`src/assert_macros.svh`:
```
// Assertion helpers shared by the queue modules.
// Each macro expects a clock named clk and an active-low reset named rst_n.
`ifndef ASSERT_MACROS_SVH
`define ASSERT_MACROS_SVH

// Same-cycle implication, checked outside reset.
`define AST_SAME(lbl, ante, cons) \
    lbl: assert property (@(posedge clk) disable iff (!rst_n) (ante) |-> (cons)) \
        else $error("assertion failed");

// Next-cycle implication, checked outside reset.
`define AST_NEXT(lbl, ante, cons) \
    lbl: assert property (@(posedge clk) disable iff (!rst_n) (ante) |=> (cons)) \
        else $error("assertion failed");

`endif

```
`src/spq_pkg.sv`:
```
package spq_pkg;

    localparam int CAPACITY_DEF      = 16;
    localparam int PRIORITY_BITS_DEF = 8;
    localparam int TAG_W             = 32;
    localparam int ORDER_W           = 16;
    localparam int COUNT_OUT_W       = 5;

    typedef enum logic [1:0] {
        OP_INSERT = 2'd0,
        OP_REMOVE = 2'd1,
        OP_PEEK   = 2'd2
    } op_t;

    typedef enum logic [1:0] {
        ST_OK    = 2'd0,
        ST_EMPTY = 2'd1,
        ST_FULL  = 2'd2
    } status_t;

    // Command broadcast to every cell of the chain.
    typedef struct packed {
        logic ins;
        logic pop;
    } cell_cmd_t;

endpackage

```
`src/spq_cell.sv`:
```
module spq_cell
    import spq_pkg::*;
#(
    parameter int PRIORITY_BITS = PRIORITY_BITS_DEF
)
(
    input  logic                     clk,
    input  logic                     rst_n,
    input  cell_cmd_t                cmd,
    input  logic [TAG_W-1:0]         new_tag,
    input  logic [PRIORITY_BITS-1:0] new_prio,
    input  logic [ORDER_W-1:0]       new_order,
    input  logic                     prev_valid,
    input  logic                     prev_after,
    input  logic [TAG_W-1:0]         prev_tag,
    input  logic [PRIORITY_BITS-1:0] prev_prio,
    input  logic [ORDER_W-1:0]       prev_order,
    input  logic                     next_valid,
    input  logic [TAG_W-1:0]         next_tag,
    input  logic [PRIORITY_BITS-1:0] next_prio,
    input  logic [ORDER_W-1:0]       next_order,
    output logic                     valid,
    output logic                     after,
    output logic [TAG_W-1:0]         tag,
    output logic [PRIORITY_BITS-1:0] prio,
    output logic [ORDER_W-1:0]       order
);

    logic                     valid_reg, valid_next;
    logic [TAG_W-1:0]         tag_reg, tag_next;
    logic [PRIORITY_BITS-1:0] prio_reg, prio_next;
    logic [ORDER_W-1:0]       order_reg, order_next;

    // The new word belongs behind this cell when this cell holds an entry
    // of equal or better priority.
    assign after = valid_reg && (prio_reg <= new_prio);

    always_comb
    begin
        valid_next = valid_reg;
        tag_next   = tag_reg;
        prio_next  = prio_reg;
        order_next = order_reg;
        if (cmd.pop)
        begin
            valid_next = next_valid;
            tag_next   = next_tag;
            prio_next  = next_prio;
            order_next = next_order;
        end
        else if (cmd.ins && !after)
        begin
            if (prev_after)
            begin
                valid_next = 1'b1;
                tag_next   = new_tag;
                prio_next  = new_prio;
                order_next = new_order;
            end
            else
            begin
                valid_next = prev_valid;
                tag_next   = prev_tag;
                prio_next  = prev_prio;
                order_next = prev_order;
            end
        end
    end

    always_ff @(posedge clk or negedge rst_n)
    begin
        if (!rst_n)
        begin
            valid_reg <= 1'b0;
        end
        else
        begin
            valid_reg <= valid_next;
        end
    end

    always_ff @(posedge clk)
    begin
        tag_reg   <= tag_next;
        prio_reg  <= prio_next;
        order_reg <= order_next;
    end

    assign valid = valid_reg;
    assign tag   = tag_reg;
    assign prio  = prio_reg;
    assign order = order_reg;

endmodule

```
`src/spq_ctrl.sv`:
```
`include "assert_macros.svh"

module spq_ctrl
    import spq_pkg::*;
#(
    parameter int CAPACITY = CAPACITY_DEF,
    localparam int COUNT_W = $clog2(CAPACITY + 1)
)
(
    input  logic               clk,
    input  logic               rst_n,
    input  logic               start,
    input  logic [1:0]         op,
    output cell_cmd_t          cmd,
    output status_t            status_next,
    output logic               show_head,
    output logic [COUNT_W-1:0] count,
    output logic [ORDER_W-1:0] arrival
);

    logic [COUNT_W-1:0] count_reg, count_next;
    logic [ORDER_W-1:0] arrival_reg, arrival_next;
    logic               full;
    logic               empty;

    assign full  = (count_reg == COUNT_W'(CAPACITY));
    assign empty = (count_reg == '0);

    always_comb
    begin
        cmd          = '0;
        status_next  = ST_OK;
        show_head    = 1'b0;
        count_next   = count_reg;
        arrival_next = arrival_reg;
        case (op_t'(op))
            OP_INSERT:
            begin
                if (full)
                begin
                    status_next = ST_FULL;
                end
                else
                begin
                    cmd.ins      = start;
                    count_next   = count_reg + 1'b1;
                    arrival_next = arrival_reg + 1'b1;
                end
            end
            OP_REMOVE:
            begin
                if (empty)
                begin
                    status_next = ST_EMPTY;
                end
                else
                begin
                    cmd.pop    = start;
                    show_head  = 1'b1;
                    count_next = count_reg - 1'b1;
                end
            end
            OP_PEEK:
            begin
                if (empty)
                begin
                    status_next = ST_EMPTY;
                end
                else
                begin
                    show_head = 1'b1;
                end
            end
            default:
            begin
                status_next = ST_OK;
            end
        endcase
    end

    always_ff @(posedge clk or negedge rst_n)
    begin
        if (!rst_n)
        begin
            count_reg   <= '0;
            arrival_reg <= '0;
        end
        else if (start)
        begin
            count_reg   <= count_next;
            arrival_reg <= arrival_next;
        end
    end

    assign count   = count_reg;
    assign arrival = arrival_reg;

    `AST_SAME(a_count_bound, 1'b1, count_reg <= COUNT_W'(CAPACITY))
    `AST_NEXT(a_arrival_step, cmd.ins, arrival_reg == ORDER_W'($past(arrival_reg) + 1'b1))

endmodule

```
`src/stable_priority_queue_top.sv`:
```
// Channel   Handshake           Fields
// --------  ------------------  ---------------------------------------------
// command   start / busy        op, job_tag, priority_req
// result    done (strobe only)  status, out_tag, out_priority, out_order,
//                               entry_count
//
// A command word is taken at any edge where start is high; busy stays low,
// so one operation can be issued every cycle.
// The result word appears in the cycle after its command and is flagged
// by done for one cycle only. The receiver has no way to stall it.
// Every cell of the chain compares its priority with the incoming one in
// parallel, and all cells load at the same edge.
// Reset clears the cell valid bits, the entry count and the arrival counter.
`include "assert_macros.svh"

module stable_priority_queue_top
    import spq_pkg::*;
#(
    parameter int CAPACITY      = CAPACITY_DEF,
    parameter int PRIORITY_BITS = PRIORITY_BITS_DEF
)
(
    input  logic                     clk,
    input  logic                     rst_n,
    input  logic                     start,
    output logic                     busy,
    input  logic [1:0]               op,
    input  logic [TAG_W-1:0]         job_tag,
    input  logic [PRIORITY_BITS-1:0] priority_req,
    output logic                     done,
    output logic [1:0]               status,
    output logic [TAG_W-1:0]         out_tag,
    output logic [PRIORITY_BITS-1:0] out_priority,
    output logic [ORDER_W-1:0]       out_order,
    output logic [COUNT_OUT_W-1:0]   entry_count
);

    localparam int COUNT_W = $clog2(CAPACITY + 1);

    cell_cmd_t          cmd;
    status_t            status_next;
    logic               show_head;
    logic [COUNT_W-1:0] count;
    logic [ORDER_W-1:0] arrival;

    // Index 0 and CAPACITY+1 are the chain boundaries; cells sit at 1..CAPACITY,
    // with the queue head in cell 1.
    logic                     valid_a [0:CAPACITY+1];
    logic                     after_a [0:CAPACITY+1];
    logic [TAG_W-1:0]         tag_a   [0:CAPACITY+1];
    logic [PRIORITY_BITS-1:0] prio_a  [0:CAPACITY+1];
    logic [ORDER_W-1:0]       order_a [0:CAPACITY+1];
    logic [CAPACITY-1:0]      valid_vec;

    logic                     done_reg;
    status_t                  status_reg;
    logic [TAG_W-1:0]         tag_reg;
    logic [PRIORITY_BITS-1:0] prio_reg;
    logic [ORDER_W-1:0]       order_reg;

    // No operation can stall, so the block never pushes back.
    assign busy = 1'b0;

    spq_ctrl #(
        .CAPACITY (CAPACITY)
    ) u_ctrl (
        .clk         (clk),
        .rst_n       (rst_n),
        .start       (start),
        .op          (op),
        .cmd         (cmd),
        .status_next (status_next),
        .show_head   (show_head),
        .count       (count),
        .arrival     (arrival)
    );

    // The front boundary always lets a new word in ahead of the head cell; the
    // back boundary feeds an empty slot into the last cell on a pop.
    assign valid_a[0]          = 1'b0;
    assign after_a[0]          = 1'b1;
    assign tag_a[0]            = '0;
    assign prio_a[0]           = '0;
    assign order_a[0]          = '0;
    assign valid_a[CAPACITY+1] = 1'b0;
    assign after_a[CAPACITY+1] = 1'b0;
    assign tag_a[CAPACITY+1]   = '0;
    assign prio_a[CAPACITY+1]  = '0;
    assign order_a[CAPACITY+1] = '0;

    for (genvar i = 1; i <= CAPACITY; i++)
    begin : g_cell
        spq_cell #(
            .PRIORITY_BITS (PRIORITY_BITS)
        ) u_cell (
            .clk        (clk),
            .rst_n      (rst_n),
            .cmd        (cmd),
            .new_tag    (job_tag),
            .new_prio   (priority_req),
            .new_order  (arrival),
            .prev_valid (valid_a[i-1]),
            .prev_after (after_a[i-1]),
            .prev_tag   (tag_a[i-1]),
            .prev_prio  (prio_a[i-1]),
            .prev_order (order_a[i-1]),
            .next_valid (valid_a[i+1]),
            .next_tag   (tag_a[i+1]),
            .next_prio  (prio_a[i+1]),
            .next_order (order_a[i+1]),
            .valid      (valid_a[i]),
            .after      (after_a[i]),
            .tag        (tag_a[i]),
            .prio       (prio_a[i]),
            .order      (order_a[i])
        );
        assign valid_vec[i-1] = valid_a[i];
    end

    // Result registers. The head is sampled before the chain shifts, which is
    // what a remove must report.
    always_ff @(posedge clk or negedge rst_n)
    begin
        if (!rst_n)
        begin
            done_reg <= 1'b0;
        end
        else
        begin
            done_reg <= start;
        end
    end

    always_ff @(posedge clk)
    begin
        if (start)
        begin
            status_reg <= status_next;
            tag_reg    <= show_head ? tag_a[1]   : '0;
            prio_reg   <= show_head ? prio_a[1]  : '0;
            order_reg  <= show_head ? order_a[1] : '0;
        end
    end

    assign done         = done_reg;
    assign status       = status_reg;
    assign out_tag      = tag_reg;
    assign out_priority = prio_reg;
    assign out_order    = order_reg;
    // The count register is updated at the same edge as the result registers.
    assign entry_count  = COUNT_OUT_W'(count);

    // The occupied cells always match the entry count.
    `AST_SAME(a_valid_count, 1'b1, $countones(valid_vec) == int'(count))
    `AST_NEXT(a_done_follows, start, done)
    `AST_SAME(a_empty_status, done && (status == ST_EMPTY), count == '0)

endmodule

```
`config.mk`:
```
export PLATFORM = sky130hd
export DESIGN_NAME = stable_priority_queue_top
export DESIGN_NICKNAME = d
export VERILOG_FILES = /design/src/spq_pkg.sv /design/src/spq_cell.sv /design/src/spq_ctrl.sv /design/src/stable_priority_queue_top.sv
export VERILOG_INCLUDE_DIRS = /design/src /design/src/src
export SDC_FILE = /design/constraint.sdc
export NUM_CORES = 2
export LEC_CHECK = 0
export BUFFER_PORTS_ARGS = -buffer_cell sky130_fd_sc_hd__buf_2
export CORE_MARGIN = 8
export CORE_UTILIZATION = 35
export DETAILED_ROUTE_END_ITERATION = 10
export PLACE_DENSITY = 0.53
export SLEW_MARGIN = 0
export SYNTH_ARGS = -nofsm -noshare
export SYNTH_HDL_FRONTEND = slang
export SYNTH_SLANG_ARGS = --single-unit
```
`constraint.sdc`:
```
create_clock -name clk -period 8.6 [get_ports clk]
set_input_delay 0.86 -clock clk [delete_from_list [all_inputs] [get_ports clk]]
set_output_delay 0.86 -clock clk [all_outputs]
set_load 0.05 [all_outputs]
```
* Word level (Yosys, flattened, before mapping)
Index checks and enable logic that the tools add are counted.
Storage, ports and cells: bits in registers 992, input port bits 45, output and inout bits 65, logic and storage cells 360
Operators by class: equality and inequality tests 5, bitwise logic cells 1, multiplexer cells 194, reductions and logical operators 70, add/sub/neg operators 3, order comparisons 16
Operator list (number):
- 32-bit 2-to-1 mux | 45
- 16-bit 2-to-1 mux | 45
- 8-bit 2-to-1 mux | 45
- 8-bit <= comparator | 16
- 1-bit 2-to-1 mux | 54
- 2-bit nonzero test | 17
- 1-bit logical AND | 32
- 16-bit by 1-bit adder with 16-bit output (second input constant) | 1
- 1-bit logical NOT | 16
- 5-bit 2-to-1 mux | 2
- 5-bit case mux with 2 select lines | 1
- 5-bit by 1-bit adder with 5-bit output (second input constant) | 1
- 5-bit equality test (second input constant) | 1
- 5-bit logical NOT | 1
- 5-bit by 1-bit subtractor with 5-bit output (second input constant) | 1
- 2-bit inequality test (second input constant) | 2
- 2-bit case mux with 2 select lines | 1
- 4-bit AND reduction | 1
- 3-bit AND reduction | 1
- 2-bit by 1-bit equality test with 1-bit output (second input constant) | 1
- 2-bit equality test (second input constant) | 1
- 2-bit logical NOT | 1
- 2-bit 2-to-1 mux | 1
- 2-bit OR reduction | 1
- 1-bit inverter | 1

* Depth between registers and ports, before layout
word-level depth 6, mapped depth 12, mapped depth without buffers 10

* Cells and area by module
Synthesis repeated with hierarchy kept, for this count alone.
Unflattened totals: cell total of the unflattened synthesis 4735, area, all modules 54318.3 um^2
By module, submodules not included:
- spq_cell | instances 16, area each 3180.6 um^2, cells an instance 281, sequential area each 1706.6 um^2
- stable_priority_queue_top | instances 1, area each 2193.4 um^2, cells an instance 124, sequential area each 1766.7 um^2
- spq_ctrl | instances 1, area each 1236.2 um^2, cells an instance 115, sequential area each 525.5 um^2

* Worst setup path after synthesis
No wires, ideal clock.
path kind input -> register, start input priority_req[7], end register g_cell[15].u_cell.order_reg[0], enable pin, cell stages on the path 11, arrival time 7.007 ns, setup time 0.547 ns, required time 8.053 ns, path buffers 4, setup slack 1.046 ns, path through clkbuf_1 clkbuf_1 inv_1 ha_1 nand2_1 o211a_1 a31o_2 o21a_1 buf_2 clkbuf_1 o21ai_0
Between the ends: longest elaborated chain between the ends 5
Ends and longest elaborated chain:
- start, declared | RTL line stable_priority_queue_top.sv:29 | input logic [PRIORITY_BITS-1:0] priority_req,
- 8-bit <= comparator | RTL line spq_cell.sv:36 | assign after = valid_reg && (prio_reg <= new_prio);
- 1-bit logical AND | RTL line spq_cell.sv:36
- 1-bit logical NOT | RTL line spq_cell.sv:51 | else if (cmd.ins && !after)
- 1-bit logical AND | RTL line spq_cell.sv:51
- 2-bit nonzero test (no source line)
- end signal, assigned | RTL line spq_cell.sv:86 | order_reg <= order_next;
- end, declared | RTL line spq_cell.sv:32 | logic [ORDER_W-1:0] order_reg, order_next;
Every way passes these cells. A chain may end at the register's enable or synchronous reset.

* Final worst setup path
start input priority_req[6], end register g_cell[2].u_cell.tag_reg[16], enable pin
Between the ends: longest elaborated chain between the ends 5
Ends and longest elaborated chain:
- 8-bit <= comparator | RTL line spq_cell.sv:36
- 1-bit logical AND | RTL line spq_cell.sv:36
- 1-bit logical NOT | RTL line spq_cell.sv:51
- 1-bit logical AND | RTL line spq_cell.sv:51
- 2-bit nonzero test (no source line)
- end signal, assigned | RTL line spq_cell.sv:84 | tag_reg <= tag_next;
- end, declared | RTL line spq_cell.sv:30 | logic [TAG_W-1:0] tag_reg, tag_next;
Every way passes these cells.

==> results.py <==
metrics = {
    "cts": {
        "cts_tree": "yes",
        "numCtsBuffers": 108,
        "cts.sink_count": 992,
        "holdBufCountCts": 0,
        "cts-resized-gates": 0,
        "cts-root-buf": "clkbuf_16",
        "worst_setup_hold_path_clk_slew_ns": 0.06,
        "h-tree-depth": 3,
        "clock_latency_ns": 0.72,
        "clock_path_buffers": 3,
        "cts_setup_buffers": 0,
    },
    "floorplanning": {
        "num_rows": 144,
        "initial_utilization_pct": 35.1,
        "die_area_um2": 167000,
        "io_pins": 110,
        "core-area_um2": 153000,
        "fp.dieH_um": 408,
        "die_w_um": 408,
    },
    "worst_setup_path": {
        "critPathSlowestCell": "buf_4",
        "cp_top_family": "buffers and inverters",
        "cpMostUsedCell": "buf_4",
        "crit_arrival_ns": 4.57,
        "cp-startpoint": "priority_req[6]",
        "worst_setup_path_end_kind": "flip-flop",
        "path_max_fanout": 57,
        "crit_chain": "buf_2 > inv_1 > buf_4 > ha_1 > nand2_1 > o21ai_0 > mux2_2 > o31a_2 > buf_4 > o21ai_0 > nand2_2 > buf_4",
        "crit_buf_inv": 5,
        "slowest_delay_ns": 0.54,
        "path_class": "input pin to flip-flop",
        "start_kind": "input pin",
        "worstReg2RegStart": "u_ctrl.count[1]",
        "required_ns": 8.94,
    },
    "final_layout": {
        "fin_util_pct": 38.2,
        "syn2layout_area_growth_pct": 8.81,
        "drive_gt1_share_pct": 9.14,
        "fill_cells": 15100,
        "largest_reg_flops": 512,
        "fin_nets": 5501,
        "final_cells": 7459,
    },
    "power": {
        "totalPowerFinal_mw": 18.3,
        "leakage_nw": 20.0,
        "power.density_nw_per_um2": 312,
        "vdd.ir_drop.worst_uv": 171,
    },
    "timing": {
        "totalNegativeSetupSlack_ns": 0,
        "maxSlewViolCount": 0,
        "worst_slew_pin_slew_ns": 1.17,
        "rsz0062_at_grt": "false",
        "clock.fmax_mhz": 237,
        "slew_headroom_pct": 21.9,
        "min_period_over_period_pct": 49.1,
        "setup_viol": 0,
        "hold_viol": 0,
        "period_needed_ns": 4.22,
        "clock_skew_ns": 0.0321,
    },
    "run_status": {
        "status": "finished clean",
    },
    "hold_path": {
        "hold_class": "input pin to asynchronous set/reset pin",
    },
    "job": {
        "drv_cap": 0,
    },
    "drt": {
        "drt_iter0_markers": 5063,
        "route.detailed.drc": 0,
        "vias_per_cell": 5.82,
        "drtPass1Iterations": 7,
        "routed_wl_mm": 163,
        "wl_per_cell_um": 21.8,
        "vias": 43400,
        "ant_nets": 0,
    },
    "synth": {
        "synthDistinctLibCells": 44,
        "synth_edf_count": 898,
        "yosysSeqAreaShare_pct": 54.0,
        "synthCells": 5660,
        "avgSynthCellArea_um2": 9.51,
        "ys.flop_type": "edfxtp_1",
        "syn-num-nets": 5841,
        "ys_ff_latch": 992,
        "synth_warnings": 0,
        "syn_area_um2": 53800,
        "synthArstFlopShare_pct": 3.83,
    },
    "grt": {
        "gr-usage-all-layers_pct": 18.6,
        "grt_max_degree": 220,
        "grt_pass1_vias": 41400,
        "grt_pass1_wl_mm": 256,
        "antenna_found_initial": 3,
        "overflow": 0,
    },
    "placed_design": {
        "port-buffer-count": 108,
        "dp.cells": 7254,
        "hpwl_mm": 104,
        "gp_congestion": 0.797,
    },
}
-- metal layers --
layer	vias up	track usage (%)	part of all wire, %
met3	185	2.55	6.8
li1	20500	-	-
met5	-	0	0
met2	1659	28.2	44
met4	0	4.31	1.6
met1	21100	28.0	48
-- power by group --
part	total (mW)	leakage, nW	switching (mW)	internal, mW
sequential	7.58	9.33	0.758	6.82
clock	4.71	1.72	2.04	2.67
combinational	5.97	8.97	4.08	1.89
total	18.3	20.0	6.88	11.4
-- cells by family (layout without fill, tap and decap cells) --
group | count (synthesis) | count (layout) | share of synthesized area [%]
AO/OA/AOI/OAI | 1854 | 1854 | 19.7
XOR/XNOR | 20 | 20 | 0.326
adder cells (fa/ha/maj) | 136 | 136 | 3.18
buffers and inverters | 703 | 457 | 5.86
flip-flops | 992 | 992 | 54.0
multiplexers | 68 | 68 | 1.42
other | 1 | 2 | 0.00697
AND/OR/NAND/NOR | 1886 | 1886 | 15.6
-- layout make-up --
type | instances | area, µm² | share of cell area [%]
timing repair buffer | 210 | 1370 | 2.34
multi-input combinational | 3965 | 21900 | 37.4
inverter | 43 | 161 | 0.276
clock inverter | 67 | 602 | 1.03
clock buffer | 137 | 2930 | 5.00
sequential | 992 | 29100 | 49.6
antenna | 1 | 2.50 | 0.00427
tap | 2044 | 2560 | 4.37
-- synth_stat cells (15+ instances only) --
master / count / area (µm²)
nand4_1: 37 / 231
o21a_1: 28 / 210
mux2_2: 68 / 766
dfrtp_1: 38 / 951
nor2_1: 805 / 3020
nand2_1: 175 / 657
a21oi_1: 37 / 185
dfxtp_1: 56 / 1120
xnor2_1: 15 / 131
o21ai_1: 21 / 105
edfxtp_1: 898 / 27000
nand3_1: 786 / 3930
ha_1: 135 / 1690
inv_1: 43 / 161
nor2b_1: 17 / 106
a31oi_1: 854 / 5340
buf_4: 79 / 593
clkbuf_1: 409 / 1540
buf_2: 158 / 791
and2_1: 57 / 357
o21ai_0: 869 / 4350
-- layout by cell type (no fill, tap or decap), types with 21 or more instances in the layout --
cell type    n
clkinv_1    22
clkinv_2    23
ha_1       135
and2_1      57
buf_2      108
nand3_1    786
o21ai_1     21
inv_1       43
o21a_1      27
edfxtp_1   898
nand4_1     37
nor2_1     805
mux2_2      68
dfrtp_1     24
o21ai_0    867
dfxtp_1     56
buf_4       97
nand2_1    161
a21oi_1     37
a31oi_1    854
clkbuf_16  111
clkbuf_1    21
-- path summary, 6_finish.rpt --
kind                       slack, ns                         end  depth (start not counted)
max                             4.38    g_cell[2].u_cell.tag[16]                         12
min                             0.25                        done                          2
max reg2reg                     4.39    g_cell[8].u_cell.tag[19]                          7
min reg2reg                     0.52  g_cell[16].u_cell.order[7]                          2
max in group asynchronous       7.76     g_cell[14].u_cell.valid                          2
min in group clk                0.50                        done                          1
-- through the flow --
| stage | cell area (µm²) | setup WS [ns] | hold slack [ns] |
|---|---|---|---|
| CTS | 58500 | 4.44 | 0.263 |
| global placement | 55000 | 3.75 | 0.508 |
| detailed placement | 55000 | 3.67 | 0.511 |
| floorplan | 53800 | 1.05 | 0.492 |
| finish | 58500 | 4.38 | 0.245 |
| global route | 58500 | 4.09 | 0.298 |
No activity file was read; power rests on OpenSTA's default activity.
